**src/rtl/lci_mul.sv**
```systemverilog
// Two-stage signed multiplier built from four half-width partial products.
// Stage one forms the partial products, stage two sums them.
// No package dependencies.
`timescale 1ns / 1ps
`default_nettype none

module lci_mul #(
    parameter int AW = 18,
    parameter int BW = 18
) (
    input  wire logic                 i_clk,
    input  wire logic                 i_en,
    input  wire logic signed [AW-1:0] i_a,
    input  wire logic signed [BW-1:0] i_b,
    output logic signed [AW+BW-1:0]   o_p
);

    localparam int AL = AW / 2;
    localparam int AH = AW - AL;
    localparam int BL = BW / 2;
    localparam int BH = BW - BL;
    localparam int PW = AW + BW;

    logic signed [AH-1:0]    w_a_hi;
    logic        [AL-1:0]    w_a_lo;
    logic signed [BH-1:0]    w_b_hi;
    logic        [BL-1:0]    w_b_lo;
    logic signed [AH+BH-1:0] r_hh;
    logic signed [AH+BL:0]   r_hl;
    logic signed [AL+BH:0]   r_lh;
    logic        [AL+BL-1:0] r_ll;
    logic signed [PW-1:0]    n_p;
    logic signed [PW-1:0]    r_p;

    // split operands: signed upper half, unsigned lower half
    assign w_a_hi = i_a[AW-1:AL];
    assign w_a_lo = i_a[AL-1:0];
    assign w_b_hi = i_b[BW-1:BL];
    assign w_b_lo = i_b[BL-1:0];

    // recombine the partial products
    assign n_p = (PW'(r_hh) <<< (AL + BL)) + (PW'(r_hl) <<< AL)
               + (PW'(r_lh) <<< BL) + PW'($signed({1'b0, r_ll}));

    // partial products, then sum
    always_ff @(posedge i_clk) begin
        if (i_en) begin
            r_hh <= w_a_hi * w_b_hi;
            r_hl <= w_a_hi * $signed({1'b0, w_b_lo});
            r_lh <= $signed({1'b0, w_a_lo}) * w_b_hi;
            r_ll <= w_a_lo * w_b_lo;
            r_p  <= n_p;
        end
    end

    assign o_p = r_p;

endmodule

`default_nettype wire

```
**config.mk**
```make
export PLATFORM = sky130hd
export DESIGN_NAME = lci_mul
export DESIGN_NICKNAME = d
export VERILOG_FILES = /design/src/rtl/lci_mul.sv
export SDC_FILE = /design/constraint.sdc
export NUM_CORES = 1
export LEC_CHECK = 0
export BUFFER_PORTS_ARGS = -buffer_cell sky130_fd_sc_hd__buf_4
export CAP_MARGIN = 10
export CORE_UTILIZATION = 65
export CTS_CLUSTER_SIZE = 8
export DETAILED_ROUTE_END_ITERATION = 16
export GPL_TIMING_DRIVEN = 0
export PLACE_DENSITY_LB_ADDON = 0.15
export SLEW_MARGIN = 20
export SYNTH_ARGS = -nofsm -noshare
export SYNTH_HDL_FRONTEND = slang
export SYNTH_SLANG_ARGS = --single-unit
```
**constraint.sdc**
```tcl
create_clock -name i_clk -period 7.4 [get_ports i_clk]
set_input_delay 1.11 -clock i_clk [delete_from_list [all_inputs] [get_ports i_clk]]
set_output_delay 1.11 -clock i_clk [all_outputs]
set_load 0.05 [all_outputs]
```
==> results of run 1 <==
## registers in the layout, summed over array words and instances, names as in the netlist
register and cells:
o_p 36, r_hl 19, r_lh 19, r_hh 18, r_ll 18
## per-stage QoR
stage / util (%) / instance area, µm² / instances / worst slack, ns
5_1_grt: 71.2 / 17300 / 1964 / 0.434
3_3_place_gp: 69.9 / 17000 / 1948 / 0.366
6_report: 71.2 / 17300 / 1965 / 0.622
4_1_cts: 71.2 / 17300 / 1964 / 0.671
2_1_floorplan: - / 16100 / 1554 / 1.54
3_5_place_dp: 69.9 / 17000 / 1948 / 0.309
## cell type report
cell class	instances	share of cell area, %
diodes	1	0.0145
plain buffers	39	0.846
clock buffers	9	1.30
clock inverters	7	0.405
inverters	259	5.62
multi-input cells	1146	67.3
flip-flops and latches	110	19.1
well taps	324	2.34
repair buffers	70	3.06
## metal layers
| layer | track usage, % | part of all wire, % | vias up |
|---|---|---|---|
| li1 | - | - | 5149 |
| met1 | 40.0 | 43 | 5477 |
| met2 | 47.8 | 47 | 382 |
| met3 | 4.92 | 7.4 | 56 |
| met4 | 8.35 | 2.4 | 0 |
| met5 | 0 | 0 | - |
## final timing paths
kind,end,slack (ns)
hold reg to reg,o_p[3]$_DFFE_PP_,0.42
hold / removal,o_p[3]$_DFFE_PP_,0.42
setup / recovery,r_lh[18]$_DFFE_PP_,0.62
setup reg to reg,o_p[34]$_DFFE_PP_,4.06
## worst max-delay path, cell delays in order
cell      delay (ns)
clkbuf_1        0.56
clkbuf_1        0.55
nand2_1         0.16
fa_1            0.56
inv_1           0.05
fa_1            0.50
inv_1           0.06
fa_1            0.52
inv_1           0.05
fa_1            0.39
fa_1            0.47
ha_1            0.35
o21ai_0         0.14
o21ai_0         0.30
nand3_1         0.18
a31oi_1         0.25
a21o_1          0.15
a21oi_1         0.07
xnor2_1         0.43
## logic make-up (layout without fill, tap and decap cells)
kind of cell	count (synthesis)	after routing	share of synthesized area [%]
adder cells (fa/ha/maj)	458	458	47.2
multiplexers	1	1	0.0700
flip-flops	110	110	20.5
other	0	1	0
AO/OA/AOI/OAI	144	144	6.05
XOR/XNOR	80	80	4.36
AND/OR/NAND/NOR	463	463	14.8
buffers and inverters	298	384	6.96
## cells in the final DEF (no fill, tap or decap), types with 3 or more instances in the layout
master and instances:
o21a_1 10, xnor2_1 64, ha_1 211, nor2_1 41
nand3_1 11, nor2b_1 32, nor3_1 23, a211oi_1 7
a21boi_1 3, and2_1 166, or2_2 3, a21o_1 11
and3_1 9, or3_1 3, o21bai_1 3, xor2_1 16
clkinv_4 4, a21oi_1 45, fa_1 247, edfxtp_1 110
o31a_1 3, clkbuf_1 39, inv_1 259, o211ai_1 13
clkbuf_16 9, nand2_1 155, a31oi_1 8, buf_4 69
nand2b_1 8, o21ai_0 19
## power breakdown
part | leakage [nW] | internal [mW] | switching [mW]
sequential | 1.07 | 1.28 | 0.117
combinational | 7.14 | 2.42 | 3.30
clock | 0.140 | 0.236 | 0.231
==> metrics.csv, run 1 <==
metric,value,unit
outcome,finished clean,
die_area,25400,µm²
track_usage,29.1,%
drv_slew,0,
grt_antenna_before_repair,4,
ys_warn_count,0,
worst_pin_slew,0.986,ns
area_growth,7.67,%
max-cap-violations,0,
r2r_cells,11,
r2r-start,r_hl[1]$_DFFE_PP_,
synth.top_cell.area_share,30.8,%
final.fill_count,1853,
multi_input_area,11700,µm²
cts_resized,0,
cp-start-kind,input port,
async_flop_share,0,%
clk-insertion-delay-late,0.35,ns
worstSetupPathType,in -> reg,
tns,0,ns
vdd_drop_max,290,µV
drtPass1Iterations,5,
place_hpwl,28200,µm
hold-worst-slack,0.418,ns
fp-row-count,57,
drc,0,
crit_path_start,i_b[9],
die_width,159,µm
total_power,7.59,mW
cts_tree,done,
yosysMostFrequentCell,inv_1,
cp_max_fo,10,
synth-main-ff-cell,edfxtp_1,
clk_path_buf_depth,2,
ff_latch_area,3300,µm²
cts_inserted_buffers,9,
leakage,8.35,nW
viasPerCell,5.63,
cts.sinks,110,
netlist_area,16100,µm²
synthTopCellsByCount,"259 x inv_1, 247 x fa_1, 211 x ha_1",
hold_path.class,reg -> reg,
synth.avg_cell_area,10.3,µm²
initial_core_util,66.1,%
grt_overflow_total,0,
fin_crit_sh,91.6,%
root_buffer,clkbuf_16,
io_pins,74,
max_freq,0.148,GHz
synth_nets,2050,
skew,0.0107,ns
ys_seq_elements,110,
gp_congestion,0.890,
hold_viol,0,
syn_inst,1554,
final_nets,2131,
die_h,159,µm
postRouteAntennaNets,0,
yosysTopAreaCell,fa_1,
routed_wl,34500,µm
arrival,6.86,ns
drtIter0Drc,647,
synth_cell_types,56,
drive_gt1_share,6.10,%
postCtsSetupRepairBufs,0,
htree_levels,3,
clkTransAtPathRegs,0.08,ns
min_period,6.78,ns
p_per_area,438,nW/µm²
post_drt_wl_per_cell,17.6,µm
grt_pass1_wl,57300,µm
coreArea,24300,µm²
hp-start,r_ll[3]$_DFFE_PP_,
cts_hold_repair.buffers,0,
finalSetupViolCount,0,
synth_edf_count,110,
relSlewSlack,34.3,%
num_vias,11100,
grt_max_degree,111,
worstPathRequired,7.49,ns
grt_pass1_vias,11500,
holdPathStages,0,
port_buffers,70,
ys_top_cells_by_area,"fa_1 31%, edfxtp_1 21%, ha_1 16%",
cp-end-kind,flop,
yosysSeqAreaShare,20.5,%
rsz0062_at_grt,no,
Note: power is estimated with default switching activity, not from simulation.
==> run 2: changes to the inputs <==
--- a/config.mk
+++ b/config.mk
@@ -7,8 +7,10 @@
 export LEC_CHECK = 0
 export BUFFER_PORTS_ARGS = -buffer_cell sky130_fd_sc_hd__buf_4
 export CAP_MARGIN = 10
-export CORE_UTILIZATION = 65
-export CTS_CLUSTER_SIZE = 8
+export CELL_PAD_IN_SITES_DETAIL_PLACEMENT = 0
+export CELL_PAD_IN_SITES_GLOBAL_PLACEMENT = 1
+export CORE_UTILIZATION = 52
+export CTS_CLUSTER_SIZE = 28
 export DETAILED_ROUTE_END_ITERATION = 16
 export GPL_TIMING_DRIVEN = 0
 export PLACE_DENSITY_LB_ADDON = 0.15
==> run 2 against run 1 <==
Final area grew 0.51%; register-to-register slack gained 0.05 ns; clock-buffer cell count is the same; highest routed layer unchanged; critical path depth is the same; wire length grew 2.9%.
==> metrics.csv, run 2 (synthesized netlist as in run 1, its figures left out) <==
metric,value,unit,change
outcome,finished clean,,unchanged
drtPass1Iterations,5,,unchanged
postRouteAntennaNets,0,,unchanged
worstPathRequired,7.52,ns,was 7.49 ns
grt_pass1_vias,10900,,"was 11,500"
die_area,31600,µm²,"was 25,400 µm²"
post_drt_wl_per_cell,17.4,µm,was 17.6 µm
cts_inserted_buffers,9,,unchanged
critical_path.slowest_cell,fa_1,,was clkbuf_1
root_buffer,clkbuf_16,,unchanged
hold_viol,0,,unchanged
io_pins,74,,unchanged
grt_antenna_before_repair,3,,was 4
coreArea,30500,µm²,"was 24,300 µm²"
p_per_area,435,nW/µm²,was 438 nW/µm²
place_hpwl,29300,µm,"was 28,200 µm"
postCtsSetupRepairBufs,0,,unchanged
max_freq,0.152,GHz,was 0.148 GHz
gp_congestion,0.847,,was 0.890
arrival,6.69,ns,was 6.86 ns
htree_levels,3,,unchanged
routed_wl,35500,µm,"was 34,500 µm"
path_cells,clkbuf_1 > clkbuf_1 > nand2_1 > fa_1 > inv_1 > fa_1 > inv_1 > fa_1 > inv_1 > fa_1 > fa_1 > ha_1 > o21ai_0 > o21ai_0 > nand3_1 > a31oi_1 > a21o_1 > a21oi_1 > xnor2_1,,unchanged
drv_slew,0,,unchanged
leakage,8.35,nW,about the same
cts.sinks,110,,unchanged
critPathMaxStageDelay,0.56,ns,about the same
skew,0.00839,ns,was 0.0107 ns
tns,0,ns,unchanged
final_common_cell,inv_1,,unchanged
rsz0062_at_grt,no,,unchanged
die_width,178,µm,was 159 µm
cts_tree,done,,unchanged
vdd_drop_max,234,µV,was 290 µV
relSlewSlack,37.0,%,was 34.3%
area_growth,8.21,%,was 7.67%
final.fill_count,2731,,"was 1,853"
fin_util,57.0,%,was 71.2%
final_cells,2038,,"was 1,965"
final_nets,2131,,unchanged
cp-end-kind,flop,,unchanged
track_usage,23.9,%,was 29.1%
hold-worst-slack,0.421,ns,was 0.418 ns
worstSetupPathType,in -> reg,,unchanged
cts_hold_repair.buffers,0,,unchanged
worst_pin_slew,0.945,ns,was 0.986 ns
drive_gt1_share,5.91,%,was 6.10%
final_cell_mix,"259 x inv_1, 247 x fa_1, 211 x ha_1, 166 x and2_1, 155 x nand2_1",,unchanged
initial_core_util,52.7,%,was 66.1%
grt_max_degree,111,,unchanged
clk-insertion-delay-late,0.35,ns,about the same
port_buffers,70,,unchanged
hold_path.class,reg -> reg,,unchanged
grt_pass1_wl,57000,µm,"was 57,300 µm"
die_h,178,µm,was 159 µm
cp_max_fo,10,,unchanged
largest_register_ffs,36,,unchanged
fin_crit_sh,88.7,%,was 91.6%
max-cap-violations,0,,unchanged
drtIter0Drc,525,,was 647
viasPerCell,5.28,,was 5.63
num_vias,10800,,"was 11,100"
dpl.cell_count,2020,,"was 1,948"
min_period,6.56,ns,was 6.78 ns
grt_overflow_total,0,,unchanged
cts_resized,0,,unchanged
clkTransAtPathRegs,0.07,ns,was 0.08 ns
fp-row-count,64,,was 57
critPathMostFrequentCell,fa_1,,unchanged
clk_path_buf_depth,2,,unchanged
cp-start-kind,input port,,unchanged
finalSetupViolCount,0,,unchanged
drc,0,,unchanged
==> run 2: changes by cell type in the layout (fill, tap and decap cells not counted), sizes merged <==
cell	before	now
clkinv	5	4
bufinv	0	1
diode	1	2
inv	260	259
clkinvlp	1	2
==> run 2: metrics by stage <==
stage / cell area, µm² / setup slack (ns) / total power [mW]
2_1_floorplan: 16100 / 1.54 / 5.71
4_1_cts: 17400 / 0.798 / 7.59
3_5_place_dp: 17100 / 0.451 / 7.07
3_3_place_gp: 17100 / 0.504 / 6.97
5_1_grt: 17400 / 0.477 / 8.35
6_report: 17400 / 0.836 / 7.56
==> run 2: worst paths after layout <==
check,startpoint,to,slack (ns),cells past startpoint
max,i_b[9],r_lh[18]$_DFFE_PP_,0.84,19
min,r_ll[6]$_DFFE_PP_,o_p[6]$_DFFE_PP_,0.42,0
max reg2reg,r_hl[1]$_DFFE_PP_,o_p[34]$_DFFE_PP_,4.11,11
min reg2reg,r_ll[6]$_DFFE_PP_,o_p[6]$_DFFE_PP_,0.42,0
==> run 2: report_power, final <==
group	internal [mW]	total, mW	switching (mW)
clock	0.259	0.467	0.208
combinational	2.41	5.70	3.30
sequential	1.28	1.39	0.107
==> run 2: cell type report <==
cell class | count | area (µm²) | area share, %
Multi-Input combinational cell | 1146 | 11700 | 67.0
Sequential cell | 110 | 3300 | 19.0
Inverter | 259 | 972 | 5.59
Timing Repair Buffer | 70 | 529 | 3.04
Tap cell | 396 | 495 | 2.85
Clock buffer | 9 | 225 | 1.29
Buffer | 39 | 146 | 0.841
Clock inverter | 7 | 65.1 | 0.374
Antenna cell | 2 | 5.00 | 0.0288
==> run 2: metal layers <==
metal | routed length (µm) | global-route usage (%) | up-vias
li1 | - | - | 5155
met1 | 16600 | 33.1 | 5345
met2 | 16700 | 39.4 | 218
met3 | 1420 | 3.06 | 42
met4 | 763 | 6.55 | 0
met5 | 0 | 0 | -
==> run 2: critical path, delay by kind of cell <==
| family | cells | cell delay, ns |
|---|---|---|
| compound gates | 5 | 0.90 |
| simple gates | 2 | 0.33 |
| xor+xnor | 1 | 0.32 |
| fa+ha+maj | 6 | 2.78 |
| buf+inv | 5 | 1.23 |
==> run 3: changes to the inputs <==
--- a/config.mk
+++ b/config.mk
@@ -9,7 +9,9 @@
 export CAP_MARGIN = 10
 export CELL_PAD_IN_SITES_DETAIL_PLACEMENT = 0
 export CELL_PAD_IN_SITES_GLOBAL_PLACEMENT = 1
-export CORE_UTILIZATION = 52
+export CORE_MARGIN = 5
+export CORE_UTILIZATION = 40
+export CTS_BUF_LIST = sky130_fd_sc_hd__clkbuf_16
 export CTS_CLUSTER_SIZE = 28
 export DETAILED_ROUTE_END_ITERATION = 16
 export GPL_TIMING_DRIVEN = 0
==> run 3 against run 2 <==
Die area is 40% higher; critical path type unchanged; non-clock buffer count unchanged; final cell count increased by 6.2%; highest routed layer is now met5; worst hold slack about the same; sequential share of layout area decreased by 0.16 points; clock power decreased by 2%; wire length increased by 7.6%; worst setup slack lost 0.31 ns; maximum frequency decreased by 4.5%; via count barely moved.
==> metrics.csv, run 3 (synthesized netlist as in run 1, its figures left out) <==
metric,value,unit,change
r2r_cells,11,,unchanged
grt_overflow_total,0,,unchanged
leakage,8.36,nW,was 8.35 nW
arrival,6.95,ns,was 6.69 ns
setup_slack,0.525,ns,was 0.836 ns
hold-worst-slack,0.421,ns,about the same
stdcell_area,17500,µm²,"was 17,400 µm²"
drtIter0Drc,540,,was 525
final_common_cell,inv_1,,unchanged
p_per_area,435,nW/µm²,about the same
hold_viol,0,,unchanged
min_to,o_p[4]$_DFFE_PP_,,was o_p[6]$_DFFE_PP_
hp-start,r_ll[4]$_DFFE_PP_,,was r_ll[6]$_DFFE_PP_
die_width,210,µm,was 178 µm
r2r-end,o_p[34]$_DFFE_PP_,,unchanged
root_buffer,clkbuf_16,,unchanged
clk_path_buf_depth,2,,unchanged
grt_pass1_wl,61900,µm,"was 57,000 µm"
htree_levels,3,,unchanged
ff2ff_setup_slack,4.01,ns,was 4.11 ns
cts_hold_repair.buffers,0,,unchanged
cp-end-kind,flop,,unchanged
cp_max_fo,10,,unchanged
grt_pass1_vias,11300,,"was 10,900"
port_buffers,70,,unchanged
largest_register_ffs,36,,unchanged
worstPathRequired,7.48,ns,was 7.52 ns
final_cells,2165,,"was 2,038"
grt_antenna_before_repair,7,,was 3
drv_slew,0,,unchanged
worst_pin_slew,0.972,ns,was 0.945 ns
viasPerCell,4.97,,was 5.28
final_cell_mix,"260 x inv_1, 247 x fa_1, 211 x ha_1, 166 x and2_1, 155 x nand2_1",,"was 259 x inv_1, 247 x fa_1, 211 x ha_1, 166 x and2_1, 155 x nand2_1"
clkTransAtPathRegs,0.07,ns,about the same
coreArea,39700,µm²,"was 30,500 µm²"
postCtsSetupRepairBufs,0,,unchanged
n_antenna_cell,0,,was 2
path_cells,clkbuf_1 > clkbuf_1 > nand2_1 > fa_1 > inv_1 > fa_1 > inv_1 > fa_1 > inv_1 > fa_1 > fa_1 > ha_1 > o21ai_0 > o21ai_0 > nand3_1 > a31oi_1 > a21o_1 > a21oi_1 > xnor2_1,,unchanged
cp-start-kind,input port,,unchanged
drive_gt1_share,6.04,%,was 5.91%
multi_input_area,11700,µm²,unchanged
clk-insertion-delay-late,0.35,ns,about the same
worstSetupPathType,in -> reg,,unchanged
cts_inserted_buffers,9,,unchanged
tns,0,ns,unchanged
max_freq,0.145,GHz,was 0.152 GHz
r2r-start,r_hl[1]$_DFFE_PP_,,unchanged
fin_crit_sh,92.9,%,was 88.7%
drtPass1Iterations,5,,unchanged
routed_wl,38200,µm,"was 35,500 µm"
critPathMaxStageDelay,0.59,ns,was 0.56 ns
rsz0062_at_grt,no,,unchanged
dp_slack,0.0497,ns,was 0.451 ns
vdd_drop_max,211,µV,was 234 µV
min_period,6.88,ns,was 6.56 ns
skew,0.00923,ns,was 0.00839 ns
cts_tree,done,,unchanged
grt_max_degree,111,,unchanged
io_pins,74,,unchanged
dpl-instance-area,17300,µm²,"was 17,100 µm²"
final.fill_count,3884,,"was 2,731"
finalSetupViolCount,0,,unchanged
fp-row-count,73,,was 64
cts_resized,0,,unchanged
final_nets,2131,,unchanged
gp_congestion,0.842,,was 0.847
track_usage,17.8,%,was 23.9%
place_hpwl,31500,µm,"was 29,300 µm"
critPathMostFrequentCell,fa_1,,unchanged
die_h,210,µm,was 178 µm
num_vias,10800,,about the same
initial_core_util,40.5,%,was 52.7%
dpl.cell_count,2149,,"was 2,020"
holdPathStages,0,,unchanged
max-cap-violations,0,,unchanged
postRouteAntennaNets,0,,unchanged
drc,0,,unchanged
area_growth,9.14,%,was 8.21%
ff_latch_area,3300,µm²,unchanged
relSlewSlack,35.2,%,was 37.0%
die_area,44300,µm²,"was 31,600 µm²"
post_drt_wl_per_cell,17.7,µm,was 17.4 µm
critical_path.slowest_cell,clkbuf_1,,was fa_1
hold_path.class,reg -> reg,,unchanged
cts.sinks,110,,unchanged
outcome,finished clean,,unchanged
-- run 3: changes by cell type in the layout (fill, tap and decap cells not counted) --
| cell | previous run | this run |
|---|---|---|
| inv_8 | 0 | 2 |
| bufinv_16 | 1 | 0 |
| inv_1 | 259 | 260 |
| clkinv_1 | 3 | 0 |
| clkinvlp_4 | 2 | 0 |
| clkinv_2 | 0 | 1 |
| clkinv_4 | 1 | 3 |
| diode_2 | 2 | 0 |
-- run 3: worst max path at each step --
stage / endpoint / start / depth (start not counted)
6_report: r_lh[18]$_DFFE_PP_ / i_b[9] / 19
5_1_grt: r_lh[15]$_DFFE_PP_ / i_b[10] / 21
3_5_place_dp: r_lh[18]$_DFFE_PP_ / i_b[9] / 19
4_1_cts: r_lh[18]$_DFFE_PP_ / i_b[9] / 19
3_3_place_gp: r_lh[18]$_DFFE_PP_ / i_b[9] / 19
2_1_floorplan: r_hh[16]$_DFFE_PP_ / i_b[9] / 19
-- run 3: layout make-up --
cell class,count,area share (%)
plain buffers,39,0.834
clock buffers,9,1.28
clock inverters,7,0.328
inverters,259,5.54
multi-input cells,1146,66.4
flip-flops and latches,110,18.8
well taps,525,3.74
repair buffers,70,3.02
-- run 3: critical path: cells and delay by family --
kind	cells	cell delay, ns
XOR/XNOR	1	0.46
buffers and inverters	5	1.28
adder cells (fa/ha/maj)	6	2.76
AND/OR/NAND/NOR	2	0.36
AO/OA/AOI/OAI	5	0.94
-- run 3: report_power, final --
group	leakage [nW]	internal, mW	switching [mW]	total, mW
Clock	0.145	0.233	0.224	0.457
Combinational	7.14	2.41	3.37	5.78
Sequential	1.07	1.28	0.110	1.39
Total	8.36	3.93	3.71	7.63
-- run 3: through the flow --
stage | utilization, % | power, mW
2_1_floorplan | - | 5.71
3_3_place_gp | 43.4 | 7.18
3_5_place_dp | 43.4 | 7.21
4_1_cts | 44.2 | 7.72
5_1_grt | 44.2 | 8.47
6_report | 44.2 | 7.63
-- run 3: per-layer routing --
metal	vias up	GRT usage [%]	routed length, µm
li1	5158	-	-
met1	5365	26.7	18700
met2	196	27.6	17200
met3	31	2.89	1760
met4	4	3.51	478
met5	-	0	27
